## config.mk

```make
export PLATFORM = sky130hd
export DESIGN_NAME = recurrence_byte_checksum_unit
export DESIGN_NICKNAME = d
export VERILOG_FILES = /design/src/hdl/rbc_pkg.sv /design/src/hdl/rbc_in_stage.sv /design/src/hdl/rbc_core.sv /design/src/hdl/rbc_out_stage.sv /design/src/hdl/recurrence_byte_checksum_unit.sv
export SDC_FILE = /design/constraint.sdc
export NUM_CORES = 1
export LEC_CHECK = 0
export BUFFER_PORTS_ARGS = -buffer_cell sky130_fd_sc_hd__buf_2
export CORE_ASPECT_RATIO = 0.75
export CORE_MARGIN = 5
export CORE_UTILIZATION = 59
export DETAILED_ROUTE_END_ITERATION = 10
export PLACE_DENSITY = 0.76
export SLEW_MARGIN = 10
export SYNTH_ARGS = -nofsm -noshare
export SYNTH_HDL_FRONTEND = slang
export SYNTH_SLANG_ARGS = --single-unit
```

## constraint.sdc

```tcl
create_clock -name clk -period 26.5 [get_ports clk]
set_input_delay 5.3 -clock clk [delete_from_list [all_inputs] [get_ports clk]]
set_output_delay 5.3 -clock clk [all_outputs]
set_load 0.005 [all_outputs]
```

## src/hdl/rbc_pkg.sv

```systemverilog
package rbc_pkg;

  localparam int unsigned ByteW       = 8;
  localparam int unsigned TermW       = 16;
  localparam int unsigned SumW        = ByteW + 1;
  localparam int unsigned ProdW       = SumW + TermW;
  localparam int unsigned BetaProdW   = ByteW + TermW;
  localparam int unsigned AccW        = ProdW + 1;
  localparam int unsigned FirstOffset = 7;
  localparam int unsigned AlphaMul    = 17;
  localparam int unsigned BetaMul     = 31;
  localparam int unsigned Modulus     = 65535;

  // bias of 256*65535 keeps the difference positive without changing its residue
  localparam logic [AccW-1:0] ModBias = AccW'(Modulus * 256);

  typedef struct packed {
    logic [ByteW-1:0] data_byte;
    logic             last_byte;
  } item_t;

  typedef struct packed {
    logic             valid;
    logic [TermW-1:0] checksum;
  } result_t;

  // residue modulo 2^16-1 by end-around fold and one conditional subtract
  function automatic logic [TermW-1:0] mod_fold(input logic [AccW-1:0] v);
    logic [TermW:0] s;
    s = (TermW+1)'(v[AccW-1:TermW]) + (TermW+1)'(v[TermW-1:0]);
    if (s >= (TermW+1)'(Modulus)) begin
      s = s - (TermW+1)'(Modulus);
    end
    return s[TermW-1:0];
  endfunction

endpackage

```

## src/hdl/rbc_in_stage.sv

```systemverilog
module rbc_in_stage (
  input  logic                        clk,
  input  logic                        rst,
  input  logic                        byte_valid,
  output logic                        byte_ready,
  input  logic [rbc_pkg::ByteW-1:0]   data_byte,
  input  logic                        last_byte,
  input  logic                        advance,
  output logic                        s1_valid,
  output rbc_pkg::item_t              s1_item
);

  logic valid;
  logic valid_next;

  assign byte_ready = !valid || advance;
  assign s1_valid   = valid;

  always_comb begin
    valid_next = valid;
    if (byte_valid && byte_ready) begin
      valid_next = 1'b1;
    end else if (advance) begin
      valid_next = 1'b0;
    end
  end

  always_ff @(posedge clk) begin
    if (rst) begin
      valid <= 1'b0;
    end else begin
      valid <= valid_next;
    end
  end

  always_ff @(posedge clk) begin
    if (byte_valid && byte_ready) begin
      s1_item.data_byte <= data_byte;
      s1_item.last_byte <= last_byte;
    end
  end

endmodule

```

## src/hdl/rbc_core.sv

```systemverilog
module rbc_core (
  input  logic               clk,
  input  logic               rst,
  input  logic               s1_valid,
  input  rbc_pkg::item_t     s1_item,
  input  logic               out_free,
  output logic               advance,
  output rbc_pkg::result_t   res
);

  logic [rbc_pkg::TermW-1:0]     previous_term;
  logic [rbc_pkg::TermW-1:0]     current_term;
  logic [rbc_pkg::ByteW-1:0]     byte_position;
  logic                          message_started;

  logic [rbc_pkg::TermW-1:0]     previous_term_next;
  logic [rbc_pkg::TermW-1:0]     current_term_next;
  logic [rbc_pkg::ByteW-1:0]     byte_position_next;
  logic                          message_started_next;

  logic [rbc_pkg::ByteW-1:0]     alpha;
  logic [rbc_pkg::ByteW-1:0]     beta;
  logic [rbc_pkg::SumW-1:0]      a_sum;
  logic [rbc_pkg::ProdW-1:0]     p_prod;
  logic [rbc_pkg::BetaProdW-1:0] q_prod;
  logic                          diff_neg;
  logic [rbc_pkg::AccW-1:0]      acc;
  logic [rbc_pkg::TermW-1:0]     new_term;
  logic [rbc_pkg::TermW-1:0]     term_out;

  assign advance = s1_valid && (!s1_item.last_byte || out_free);

  always_comb begin
    alpha    = rbc_pkg::ByteW'(32'(byte_position) * rbc_pkg::AlphaMul);
    beta     = rbc_pkg::ByteW'(32'(byte_position) * rbc_pkg::BetaMul);
    a_sum    = rbc_pkg::SumW'(s1_item.data_byte) + rbc_pkg::SumW'(alpha);
    p_prod   = rbc_pkg::ProdW'(a_sum) * rbc_pkg::ProdW'(current_term);
    q_prod   = rbc_pkg::BetaProdW'(beta) * rbc_pkg::BetaProdW'(previous_term);
    // acc stays positive through the bias; diff_neg still adds one whenever p_prod is below q_prod
    diff_neg = p_prod < rbc_pkg::ProdW'(q_prod);
    acc      = rbc_pkg::AccW'(p_prod) + rbc_pkg::ModBias
             - rbc_pkg::AccW'(q_prod) + rbc_pkg::AccW'(diff_neg);
    new_term = rbc_pkg::mod_fold(acc);
  end

  always_comb begin
    if (!message_started) begin
      term_out = rbc_pkg::TermW'(s1_item.data_byte) + rbc_pkg::TermW'(rbc_pkg::FirstOffset);
    end else begin
      term_out = new_term;
    end
  end

  always_comb begin
    previous_term_next   = previous_term;
    current_term_next    = current_term;
    byte_position_next   = byte_position;
    message_started_next = message_started;
    if (advance) begin
      if (s1_item.last_byte) begin
        previous_term_next   = rbc_pkg::TermW'(1);
        current_term_next    = '0;
        byte_position_next   = '0;
        message_started_next = 1'b0;
      end else if (!message_started) begin
        previous_term_next   = rbc_pkg::TermW'(1);
        current_term_next    = term_out;
        byte_position_next   = rbc_pkg::ByteW'(1);
        message_started_next = 1'b1;
      end else begin
        previous_term_next   = current_term;
        current_term_next    = term_out;
        byte_position_next   = byte_position + rbc_pkg::ByteW'(1);
      end
    end
  end

  always_comb begin
    res.valid    = advance && s1_item.last_byte;
    res.checksum = term_out;
  end

  always_ff @(posedge clk) begin
    if (rst) begin
      previous_term   <= rbc_pkg::TermW'(1);
      current_term    <= '0;
      byte_position   <= '0;
      message_started <= 1'b0;
    end else begin
      previous_term   <= previous_term_next;
      current_term    <= current_term_next;
      byte_position   <= byte_position_next;
      message_started <= message_started_next;
    end
  end

endmodule

```

## src/hdl/rbc_out_stage.sv

```systemverilog
module rbc_out_stage (
  input  logic                      clk,
  input  logic                      rst,
  input  rbc_pkg::result_t          res,
  output logic                      out_free,
  output logic                      checksum_valid,
  input  logic                      checksum_ready,
  output logic [rbc_pkg::TermW-1:0] checksum
);

  logic valid;
  logic valid_next;

  assign out_free       = !valid || checksum_ready;
  assign checksum_valid = valid;

  always_comb begin
    valid_next = valid;
    if (res.valid) begin
      valid_next = 1'b1;
    end else if (checksum_ready) begin
      valid_next = 1'b0;
    end
  end

  always_ff @(posedge clk) begin
    if (rst) begin
      valid <= 1'b0;
    end else begin
      valid <= valid_next;
    end
  end

  always_ff @(posedge clk) begin
    if (res.valid) begin
      checksum <= res.checksum;
    end
  end

endmodule

```

## src/hdl/recurrence_byte_checksum_unit.sv

```systemverilog
// channel   | valid / ready                   | payload
// ----------+---------------------------------+----------------------
// byte in   | byte_valid / byte_ready         | data_byte, last_byte
// result    | checksum_valid / checksum_ready | checksum
//
// One byte per cycle sustained while no result is stalled; the recurrence update is a loop
// through the term registers (9x16 and 8x16 multiply, subtract, mod fold).
// A last byte's checksum passes the input register, then is registered in the output stage.
// Synchronous reset clears the pipeline valids and restores the initial terms.
// A stalled result blocks only last bytes; other bytes keep flowing.
module recurrence_byte_checksum_unit (
  input  logic                      clk,
  input  logic                      rst,
  input  logic                      byte_valid,
  output logic                      byte_ready,
  input  logic [rbc_pkg::ByteW-1:0] data_byte,
  input  logic                      last_byte,
  output logic                      checksum_valid,
  input  logic                      checksum_ready,
  output logic [rbc_pkg::TermW-1:0] checksum
);

  logic             advance;
  logic             s1_valid;
  rbc_pkg::item_t   s1_item;
  logic             out_free;
  rbc_pkg::result_t res;

  rbc_in_stage u_in (
    .clk        (clk),
    .rst        (rst),
    .byte_valid (byte_valid),
    .byte_ready (byte_ready),
    .data_byte  (data_byte),
    .last_byte  (last_byte),
    .advance    (advance),
    .s1_valid   (s1_valid),
    .s1_item    (s1_item)
  );

  rbc_core u_core (
    .clk      (clk),
    .rst      (rst),
    .s1_valid (s1_valid),
    .s1_item  (s1_item),
    .out_free (out_free),
    .advance  (advance),
    .res      (res)
  );

  rbc_out_stage u_out (
    .clk            (clk),
    .rst            (rst),
    .res            (res),
    .out_free       (out_free),
    .checksum_valid (checksum_valid),
    .checksum_ready (checksum_ready),
    .checksum       (checksum)
  );

`ifndef SYNTH
  a_last_emits: assert property (@(posedge clk) disable iff (rst)
    (s1_valid && s1_item.last_byte && advance) |=> checksum_valid)
    else $error("last byte did not produce a checksum");

  a_checksum_range: assert property (@(posedge clk) disable iff (rst)
    checksum_valid |-> (checksum != 16'hFFFF))
    else $error("checksum not reduced");

  a_stall_cause: assert property (@(posedge clk) disable iff (rst)
    !byte_ready |-> (s1_valid && s1_item.last_byte && checksum_valid && !checksum_ready))
    else $error("input stalled without a blocked result");

  a_no_result_mid: assert property (@(posedge clk) disable iff (rst)
    (advance && !s1_item.last_byte && !(checksum_valid && !checksum_ready)) |=> !checksum_valid)
    else $error("result without last byte");
`endif

endmodule
```

; ---- Yosys cells after proc, flatten, opt, wreduce, memory -nomap -nowiden
; Index checks and enable logic that the tools add are counted.
; W data, S select, Z words.
[word_totals]
register_bits = 68
in_bits = 13
out_inout_bits = 18
word_cells = 46
[classes]
add_sub_neg = 8
mul = 4
magnitude_cmp = 2
mux = 12
n_reduce_logical = 11
[ops]
columns = op, n
row1 = $mux W16, 5
row2 = $add A25 B24 Y26 const B, 1
row3 = $add A26 B1 Y26, 1
row4 = $sub A26 B24 Y26, 1
row5 = $lt A25 B24 Y1, 1
row6 = $mul A9 B16 Y25, 1
row7 = $mul A8 B16 Y24, 1
row8 = $add A10 B16 Y17, 1
row9 = $ge A17 B16 Y1 const B, 1
row10 = $mul A8 B5 Y8 const B, 2
row11 = $mux W8, 2
row12 = $sub A16 B16 Y16 const B, 1
row13 = $add A8 B3 Y9 const B, 1
row14 = $add A8 B8 Y9, 1
row15 = $add A8 B1 Y8 const B, 1
row16 = $mux W1, 5
row17 = $reduce_bool A2 Y1, 2
row18 = $logic_and A1 B1 Y1, 3
row19 = $logic_not A1 Y1, 3
row20 = $logic_or A1 B1 Y1, 3

; ---- Logic depth before layout (Yosys ltp)
; Gate-level depths: netlist of the first run.
[depth]
depth_word = 11
ltp_mapped = 64
mapped_depth_nobuf = 63

; ---- Hierarchy
; From an unflattened synthesis of the first run, not the netlist that was laid out.
[unflattened]
hier_cells = 1759
area_unflattened_um2 = 14914.3
[modules_own_cells]
columns = mod, instances, cells_per_inst, area_per_inst_um2, seq_area_each_um2
row1 = rbc_core, 1, 1725, 14062.2, 820.8
row2 = rbc_out_stage, 1, 20, 526.8, 500.5
row3 = rbc_in_stage, 1, 14, 325.3, 290.3

; ---- Worst setup path before layout of the first run
; Ideal clock, no wire load.
[synth_path]
path_kind = flip-flop to flip-flop
startpoint = reg u_core.byte_position[1] (netlist name)
endpoint = reg u_core.current_term[1] (netlist name)
setup_time_ns = 0.070
arrival_ns = 13.720
required_ns = 26.430
path_slack_ns = 12.709
stages_incl_launch_ff = 64
path_buffers = 1
period_less_slack_ns = 13.791
cell_sequence = dfxtp_1 > inv_1 > fa_1 > inv_1 > fa_1 > inv_1 > fa_1 > inv_1 > ha_1 > inv_1 > o21bai_1 > a21oi_1 > xnor2_1 > clkbuf_1 > nand2_1 > fa_1 > fa_1 > fa_1 > [28 not listed] > a31oi_1 > a2111oi_0 > o21a_1 > o21ai_0 > nor2b_1 > xnor2_1 > ha_1 > or3_1 > o22a_1 > a31o_2 > a21oi_1 > xnor2_1 > and2_1 > o21a_1 > a31oi_4 > mux2i_1 > a2111o_1 > a21oi_1
[synth_between]
elab_chain_len = 11
word_cells_on_any_way = 15
classes_between = add/sub: 6 / mul: 4 / order compare: 2 / mux: 3
[synth_lines]
columns = element, line_no
row1 = from (decl), rbc_core.sv:13  ; logic [rbc_pkg::ByteW-1:0] byte_position;
row2 = from (signal assigned), rbc_core.sv:92  ; byte_position <= byte_position_next;
row3 = $mul A8 B5 Y8, rbc_core.sv:34  ; alpha = rbc_pkg::ByteW'(32'(byte_position) * rbc_pkg::AlphaMul);
row4 = $add A8 B8 Y9, rbc_core.sv:36  ; a_sum = rbc_pkg::SumW'(s1_item.data_byte) + rbc_pkg::SumW'(alpha);
row5 = $mul A9 B16 Y25, rbc_core.sv:37  ; p_prod = rbc_pkg::ProdW'(a_sum) * rbc_pkg::ProdW'(current_term);
row6 = $add A25 B24 Y26, rbc_core.sv:41  ; acc = rbc_pkg::AccW'(p_prod) + rbc_pkg::ModBias
row7 = $sub A26 B24 Y26, rbc_core.sv:42  ; - rbc_pkg::AccW'(q_prod) + rbc_pkg::AccW'(diff_neg);
row8 = $add A26 B1 Y26 (*), rbc_core.sv:42
row9 = $add A10 B16 Y17 (*), rbc_pkg.sv:30  ; s = (TermW+1)'(v[AccW-1:TermW]) + (TermW+1)'(v[TermW-1:0]);
row10 = $sub A16 B16 Y16 / $ge A17 B16 Y1 (equally long branches), "rbc_pkg.sv:32, rbc_pkg.sv:31"
row11 = $mux W16 (*), rbc_pkg.sv:31  ; if (s >= (TermW+1)'(Modulus)) begin
row12 = $mux W16 (*), rbc_core.sv:47  ; if (!message_started) begin
row13 = $mux W16 (*), rbc_core.sv:60  ; if (s1_item.last_byte) begin
row14 = to (signal assigned), rbc_core.sv:91  ; current_term <= current_term_next;
row15 = to (decl), rbc_core.sv:12  ; logic [rbc_pkg::TermW-1:0] current_term;
; Every way passes the cells marked *; elsewhere a longest branch is shown, timed or not.
; A chain may end at the register's enable or synchronous reset.

==> results of run 1 <==
[cell families after synthesis]
kind of cell / Yosys count / share of synthesized area [%]
AO/OA/AOI/OAI: 256 / 12.0
XOR/XNOR: 105 / 6.43
adder cells (fa/ha/maj): 389 / 42.9
buffers and inverters: 375 / 9.61
flip-flops: 68 / 10.8
multiplexers: 3 / 0.202
AND/OR/NAND/NOR: 532 / 18.1
[layer usage]
layer	global-route usage, %	wire length [µm]	vias up
li1	-	-	5512
met2	41.4	16200	490
met3	4.85	3280	45
met1	38.7	16800	5726
met4	4.92	628	0
met5	0	0	-
[synth_stat cells (all sizes together) (3+ instances only)]
cell type	instances	area, µm²
nand2	174	653
a41oi	3	26.3
a21o	25	188
nand4	12	75.1
a211o	4	35.0
xor2	30	263
edfxtp	25	751
a31oi	8	65.1
nor2b	30	188
nand3b	3	22.5
nor3b	5	47.5
nand3	15	75.1
o21bai	17	128
o21ai	39	195
dfxtp	43	861
a32o	8	80.1
ha	188	2350
fa	201	4020
nor4	3	25.0
inv	317	1190
a31o	6	61.3
o211ai	5	37.5
xnor2	75	694
nor3	20	100
or2	6	37.5
and3	15	98.8
a22oi	20	150
o21a	14	105
nand2b	14	87.6
a21oi	71	359
or3	4	25.0
o22ai	3	32.5
a211oi	8	65.1
a2111oi	3	32.5
and2	139	870
buf	5	40.0
clkbuf	53	199
mux2i	3	30.0
a41o	3	30.0
nor2	85	322
[final cells by class]
| cell class | count | area (µm²) | area share (%) |
|---|---|---|---|
| multi-input combinational | 1285 | 11800 | 75.9 |
| sequential | 68 | 1610 | 10.3 |
| inverter | 317 | 1190 | 7.62 |
| tap | 338 | 423 | 2.71 |
| timing repair buffer | 45 | 263 | 1.68 |
| clock buffer | 10 | 239 | 1.53 |
| clock inverter | 6 | 38.8 | 0.249 |
[stage by stage]
stage / utilization [%] / area (µm²)
after floorplan: - / 14900
after global placement: 61.6 / 15300
after detailed placement: 61.6 / 15300
after CTS: 62.7 / 15600
after global routing: 62.7 / 15600
final: 62.7 / 15600
[critical path: cells and delay by family, from the launching register on]
kind | cells | cell delay [ps]
buf+inv | 10 | 740
compound gates | 28 | 5260
flops | 1 | 550
simple gates | 8 | 2440
fa+ha+maj | 13 | 5620
xor+xnor | 4 | 680
[registers in the layout (all words and copies together), names as in the netlist]
name and count:
u_core.current_term 16, u_core.message_started 1, u_core.previous_term 16, u_core.byte_position 8
u_in.s1_item 9, u_in.s1_valid 1, u_out.checksum_valid 1, u_out.checksum 16
[path summary, 6_finish.rpt]
path	slack [ps]	cells past startpoint	end
max reg2reg	11070	63	u_core.current_term[6]$_SDFFE_PP0P_
min	500	1	u_core.byte_position[6]$_SDFFE_PP0P_
min reg2reg	500	1	u_core.byte_position[6]$_SDFFE_PP0P_
max	11070	63	u_core.current_term[6]$_SDFFE_PP0P_
==> flow_summary.toml, run 1 <==
[clock_tree]
cts_made_buffers = 9
cts_buffer_depth = 2
cts_tree = "yes"
htree_levels = 3
path_clk_slew_ps = 60
cts_sinks = 68
cts.repair.resized = 0
cts_hold_buf = 0
clkLatencyLatePin_ps = 350
postCtsSetupRepairBufs = 0
clock-root-buffer = "clkbuf_16"

[logic_synthesis]
ys.flop_type = "dfxtp_1"
ys_warn_count = 0
synth_edf_count = 25
ys_types = 74
syn_nets = 2130
syn_area_um2 = 14900
async_reset_ff_share_pct = 0
synth-seq-area-share_pct = 10.8
postSynthAreaPerCell_um2 = 8.61
netlist_instances = 1728
ys_ff_latch = 68

[routing]
drt_iter0_markers = 982
vias = 11773
wl_per_cell_um = 17.8
via_per_inst = 5.69
routed_wirelength_um = 36900
dr.pass1.iters = 5
route.detailed.drc = 0
postRouteAntennaNets = 0

[timing]
rsz0062_at_grt = "false"
hold_slack_ps = 496
finalCritPeriodShare_pct = 58.2
layout_min_cycle_time_ps = 15430
worst_pin_slew_ps = 1080
fin_skew_ps = 6.81
setup_tns_ps = 0
setup_viol = 0
fin_ws_ps = 11070
max-slew-margin-rel_pct = 27.4
hold_viol_final = 0
drv_slew = 0
fmax_mhz = 64.8

[critical_path]
required_ps = 26740
cpPeakStageDelay_ps = 960
path_max_fanout = 16
crit_top_cell = "inv_1"
worstPathArrival_ps = 15680
startpoint = "u_core.byte_position[1]$_SDFFE_PP0P_"
setup.worst_path.class = "flip-flop to flip-flop"
endpoint_kind = "flip-flop"
worstReg2RegStart = "u_core.byte_position[1]$_SDFFE_PP0P_"
cp-start-kind = "flip-flop"
crit_slowest_cell = "nor4_2"

[job]
maxCapViolCount = 0

[status]
outcome = "finished clean"

[floorplanning]
core-area_um2 = 24900
floorplan.initialDensity_pct = 59.7
dieArea_um2 = 28500
chipWidth_um = 193
row_count = 50
io_pins = 31
die_h_um = 148

[global_route]
grt_max_degree = 42
grt_overflow = 0
antenna_found_initial = 0
grt_pass1_wl_um = 61200
grt_pass1_vias = 11904
track_usage_pct = 26.3

[placed_design]
placed_cells = 2053
dp_hpwl_um = 30100
gp_congestion = 0.986
port_buffers = 30
place_ws_ps = 11200

[finish]
syn_to_final_growth_pct = 4.92
fillers = 2172
drive_gt1_share_pct = 5.20
diodes = 0
fin_cells = 2069
final_cell_mix = "inv_1 (317), fa_1 (201), ha_1 (188)"
final_nets = 2128
layout_commonest_cell = "inv_1"

[min_path]
worstHoldStart = "u_core.byte_position[6]$_SDFFE_PP0P_"
min_path_type = "flip-flop to flip-flop"
Power of run 1 is not shown: default switching activity piles up to over one toggle a cycle in this logic, so the estimate is an artifact.
==> run 2, diff against run 1 <==
Settings changed: PLACE_DENSITY 0.76 to 0.79.
Clock period 26.5 ns to 13.2 ns, I/O delays scaled along.
==> run 2 against run 1 <==
Against the previous run: via count is 9.0% higher; sequential share of layout area is 1.1 points lower; largest cell class unchanged; global-route usage is 2.9 points higher; the run now ends with negative setup slack left; critical path type unchanged; critical endpoint unchanged.
==> flow_summary.toml, run 2 (synthesis results as in run 1) <==
[critical_path]
startpoint = "u_core.byte_position[0]$_SDFFE_PP0P_"
required_ps = 13420
worstPathArrival_ps = 13640
crit_top_cell = "fa_1"
path_depth = 62
endpoint_kind = "flip-flop"
worstReg2RegStart = "u_core.byte_position[0]$_SDFFE_PP0P_"
cp-start-kind = "flip-flop"
r2r_slack_ps = -220
setup.worst_path.class = "flip-flop to flip-flop"
crit_slowest_cell = "fa_1"
cp_top_family = "adder cells"
path_max_fanout = 7
reg2reg_to = "u_core.current_term[6]$_SDFFE_PP0P_"
reg2reg_depth = 62
path_buf_inv = 9
cpPeakStageDelay_ps = 570

[finish]
layout_commonest_cell = "inv_1"
final_cell_mix = "inv_1 (308), fa_1 (198), ha_1 (175)"
syn_to_final_growth_pct = 17.7
final_nets = 2282
drive_gt1_share_pct = 18.7
biggestRegsByFlops = "u_core.current_term (16), u_core.previous_term (16), u_out.checksum (16)"
diodes = 0
design_area_um2 = 17500
fin_cells = 2223

[clock_tree]
htree_levels = 3
path_clk_slew_ps = 60
cts_made_buffers = 9
clock-root-buffer = "clkbuf_16"
cts_buffer_depth = 2
cts_tree = "yes"
clkLatencyLatePin_ps = 350
cts_sinks = 68

[timing]
fin_skew_ps = 13.1
worst_pin_slew_ps = 1310
fin_ws_ps = -219
setup_viol = 14
layout_min_cycle_time_ps = 13420
rsz0062_at_grt = "true"
setup_tns_ps = -851
drv_slew = 0
fmax_mhz = 74.5
max-slew-margin-rel_pct = 12.4
hold_slack_ps = 496
hold_viol_final = 0
finalCritPeriodShare_pct = 102

[placed_design]
dpl_cell_area_um2 = 16300
gp_congestion = 0.919
placed_cells = 2181
dp_hpwl_um = 32700
port_buffers = 30

[global_route]
antenna_found_initial = 0
grt_pass1_wl_um = 67500
grt_pass1_vias = 13250
grt_overflow = 0
track_usage_pct = 29.3
grt_max_degree = 42

[status]
violations = "negative setup slack"
outcome = "finished, violations left"

[job]
maxCapViolCount = 0

[floorplanning]
dieArea_um2 = 28500
chipWidth_um = 193
die_h_um = 148
core-area_um2 = 24900
floorplan.initialDensity_pct = 59.7
io_pins = 31
row_count = 50

[min_path]
worstHoldStart = "u_core.byte_position[6]$_SDFFE_PP0P_"
whs_endpoint = "u_core.byte_position[6]$_SDFFE_PP0P_"
min_path_type = "flip-flop to flip-flop"
hold_depth = 1

[routing]
wl_met1_um = 17600
dr.pass1.iters = 5
routed-wl-met2_um = 19500
routed_wirelength_um = 42300
via_per_inst = 5.77
route.detailed.drc = 0
wl_per_cell_um = 19.0
met3_length_um = 4160
vias = 12827
postRouteAntennaNets = 0
drt_iter0_markers = 1177
top_layer = "met4"
-- run 2: per-stage QoR --
step           utilization (%)  setup slack (ps)
2_1_floorplan                -              3.75
3_3_place_gp              65.6              -207
3_5_place_dp              65.6              -571
4_1_cts                   68.4              1.97
5_1_grt                   70.3              -762
6_report                  70.3              -219
-- run 2: timing repair --
item / CTS / global route
pin swaps: 63 / 86
endpoints found under the setup margin: 32 / 32
cloned: 1 / 0
setup buffers: 11 / 16
resized for setup: 58 / 86
hold buffers: 0 / 0
-- run 2: cell type report --
class / count / area (µm²)
clock buffers: 9 / 225
clock inverters: 7 / 75.1
fillers: 1823 / 7400
inverters: 317 / 1190
multi-input cells: 1285 / 12500
flip-flops and latches: 68 / 1620
well taps: 338 / 423
repair buffers: 199 / 1450
-- run 2: routing by layer --
layer / track usage, % / vias up
li1: - / 5822
met1: 40.6 / 6287
met2: 48.2 / 634
met3: 4.83 / 84
met4: 7.86 / 0
met5: 0 / -
-- run 2: worst max path at each step --
stage                                               end  slack [ps]
finish              u_core.current_term[6]$_SDFFE_PP0P_        -220
global route        u_core.current_term[6]$_SDFFE_PP0P_        -760
CTS                 u_core.current_term[5]$_SDFFE_PP0P_           2
detailed placement  u_core.current_term[1]$_SDFFE_PP0P_        -570
global placement    u_core.current_term[6]$_SDFFE_PP0P_        -210
floorplan           u_core.current_term[1]$_SDFFE_PP0P_           4
-- run 2: worst reg2reg max path, delay by kind of cell, from the launching register on --
family | cells | cell delay, ps
compound gates | 29 | 4900
xor+xnor | 4 | 790
fa+ha+maj | 13 | 5240
buf+inv | 9 | 910
flops | 1 | 330
simple gates | 7 | 1120
Power of run 2 is left out for the same reason.
==> run 3, diff against run 2 <==
Settings changed: CTS_CLUSTER_DIAMETER set to 120.
Clock period 13.2 ns to 10.9 ns, I/O delays scaled along.
==> run 3 against run 2 <==
Against the previous run: the run still ends with negative setup slack left; critical path depth rose by 2; highest routed layer unchanged; non-clock buffer count rose by 222; via count rose by 10%; worst hold slack improved by 14 ps.
==> flow_summary.toml, run 3 (synthesis results as in run 1) <==
[clock_tree]
cts_buffer_depth = 2
clkLatencyLatePin_ps = 340
path_clk_slew_ps = 60
clock-root-buffer = "clkbuf_16"
htree_levels = 3
cts_tree = "yes"
cts_made_buffers = 9
cts_sinks = 68

[job]
maxCapViolCount = 0

[global_route]
grt_pass1_vias = 14787
grt_overflow = 0
grt_max_degree = 42
grt_pass1_wl_um = 75100
track_usage_pct = 32.5
antenna_found_initial = 0

[floorplanning]
chipWidth_um = 193
io_pins = 31
core-area_um2 = 24900
row_count = 50
die_h_um = 148
dieArea_um2 = 28500
floorplan.initialDensity_pct = 59.7

[timing]
hold_slack_ps = 510
hold_viol_final = 0
fin_ws_ps = -2350
finalCritPeriodShare_pct = 122
rsz0062_at_grt = "true"
layout_min_cycle_time_ps = 13250
fmax_mhz = 75.5
setup_viol = 32
drv_slew = 0
worst_pin_slew_ps = 1110
max-slew-margin-rel_pct = 25.6
fin_skew_ps = 8.84

[routing]
met3_length_um = 4390
route.detailed.drc = 0
top_layer = "met4"
wl_per_cell_um = 19.6
routed-wl-met2_um = 21900
wl_met1_um = 19500
routed_wirelength_um = 47900
dr.pass1.iters = 6
via_per_inst = 5.77
drt_iter0_markers = 1442
postRouteAntennaNets = 0
vias = 14114

[finish]
final_nets = 2504
drive_gt1_share_pct = 27.6
biggestRegsByFlops = "u_core.current_term (16), u_core.previous_term (16), u_out.checksum (16)"
regArea_um2 = 1620
multi_input_area_um2 = 12500
final_cell_mix = "buf_4 (383), inv_1 (301), fa_1 (198)"
fillers = 1624
diodes = 0
layout_commonest_cell = "buf_4"
syn_to_final_growth_pct = 29.2

[critical_path]
path_buf_inv = 13
r2r_slack_ps = -2350
cp_top_family = "adder cells"
crit_slowest_cell = "fa_2"
setup.worst_path.class = "flip-flop to flip-flop"
cpPeakStageDelay_ps = 570
endpoint_kind = "flip-flop"
cp-start-kind = "flip-flop"
worstPathArrival_ps = 13520
required_ps = 11170
path_max_fanout = 7

[status]
outcome = "finished, violations left"
violations = "negative setup slack"

[placed_design]
dp_hpwl_um = 36600
gp_congestion = 0.957
port_buffers = 30

[min_path]
min_path_type = "flip-flop to flip-flop"
## run 3: cell types whose count changed in the layout (fill, tap and decap cells not counted), moves of 3 or more
cell,previous run,this run
inv_1,308,301
inv_2,8,14
clkinvlp_4,3,0
buf_4,158,383
a22oi_1,20,17
a22oi_2,0,3
## run 3: final timing paths
path                                              from                                   end  depth (start not counted)
setup / recovery  u_core.byte_position[2]$_SDFFE_PP0P_   u_core.current_term[9]$_SDFFE_PP0P_                         64
hold / removal    u_core.byte_position[6]$_SDFFE_PP0P_  u_core.byte_position[6]$_SDFFE_PP0P_                          1
setup reg to reg  u_core.byte_position[2]$_SDFFE_PP0P_   u_core.current_term[9]$_SDFFE_PP0P_                         64
hold reg to reg   u_core.byte_position[6]$_SDFFE_PP0P_  u_core.byte_position[6]$_SDFFE_PP0P_                          1
## run 3: final cells by class
cell class | count | share of cell area [%]
Inverter | 317 | 6.22
Tap cell | 338 | 2.20
Timing Repair Buffer | 421 | 16.2
Clock buffer | 9 | 1.17
Sequential cell | 68 | 8.45
Multi-Input combinational cell | 1285 | 65.3
Clock inverter | 7 | 0.469
## run 3: routing by layer
layer  track usage [%]  up-vias
met5                 0        -
met4              12.0        0
met3              6.63      182
met2              54.1      769
met1              42.4     6881
li1                  -     6282
## run 3: worst reg2reg max path, delay by kind of cell (launching register included)
family	cells	cell delay, ps
adders and majority gates	13	5250
AOI/OAI and AO/OA	21	3650
and+or+nand+nor	13	2090
buffers and inverters	13	1130
xor gates and xnor gates	4	740
DFF	1	400
## run 3: through the flow
step / util, % / worst slack [ps] / setup TNS (ps) / cell area, µm² / cells
floorplan: - / -1670 / -48050 / 15200 / 1728
global placement: 72.8 / -2040 / -61910 / 18100 / 2388
detailed placement: 72.8 / -2510 / -75140 / 18100 / 2388
CTS: 76.1 / -2140 / -63900 / 18900 / 2439
global route: 77.2 / -2820 / -86970 / 19200 / 2445
finish: 77.2 / -2350 / -71810 / 19200 / 2445
## run 3: timing repair
| action | in CTS | in global routing |
|---|---|---|
| endpoints found under the setup margin | 32 | 32 |
| setup buffers | 36 | 7 |
| hold buffers | 0 | 0 |
| pin swaps | 34 | 31 |
| gates resized for setup | 61 | 43 |
Power of run 3 is left out for the same reason.
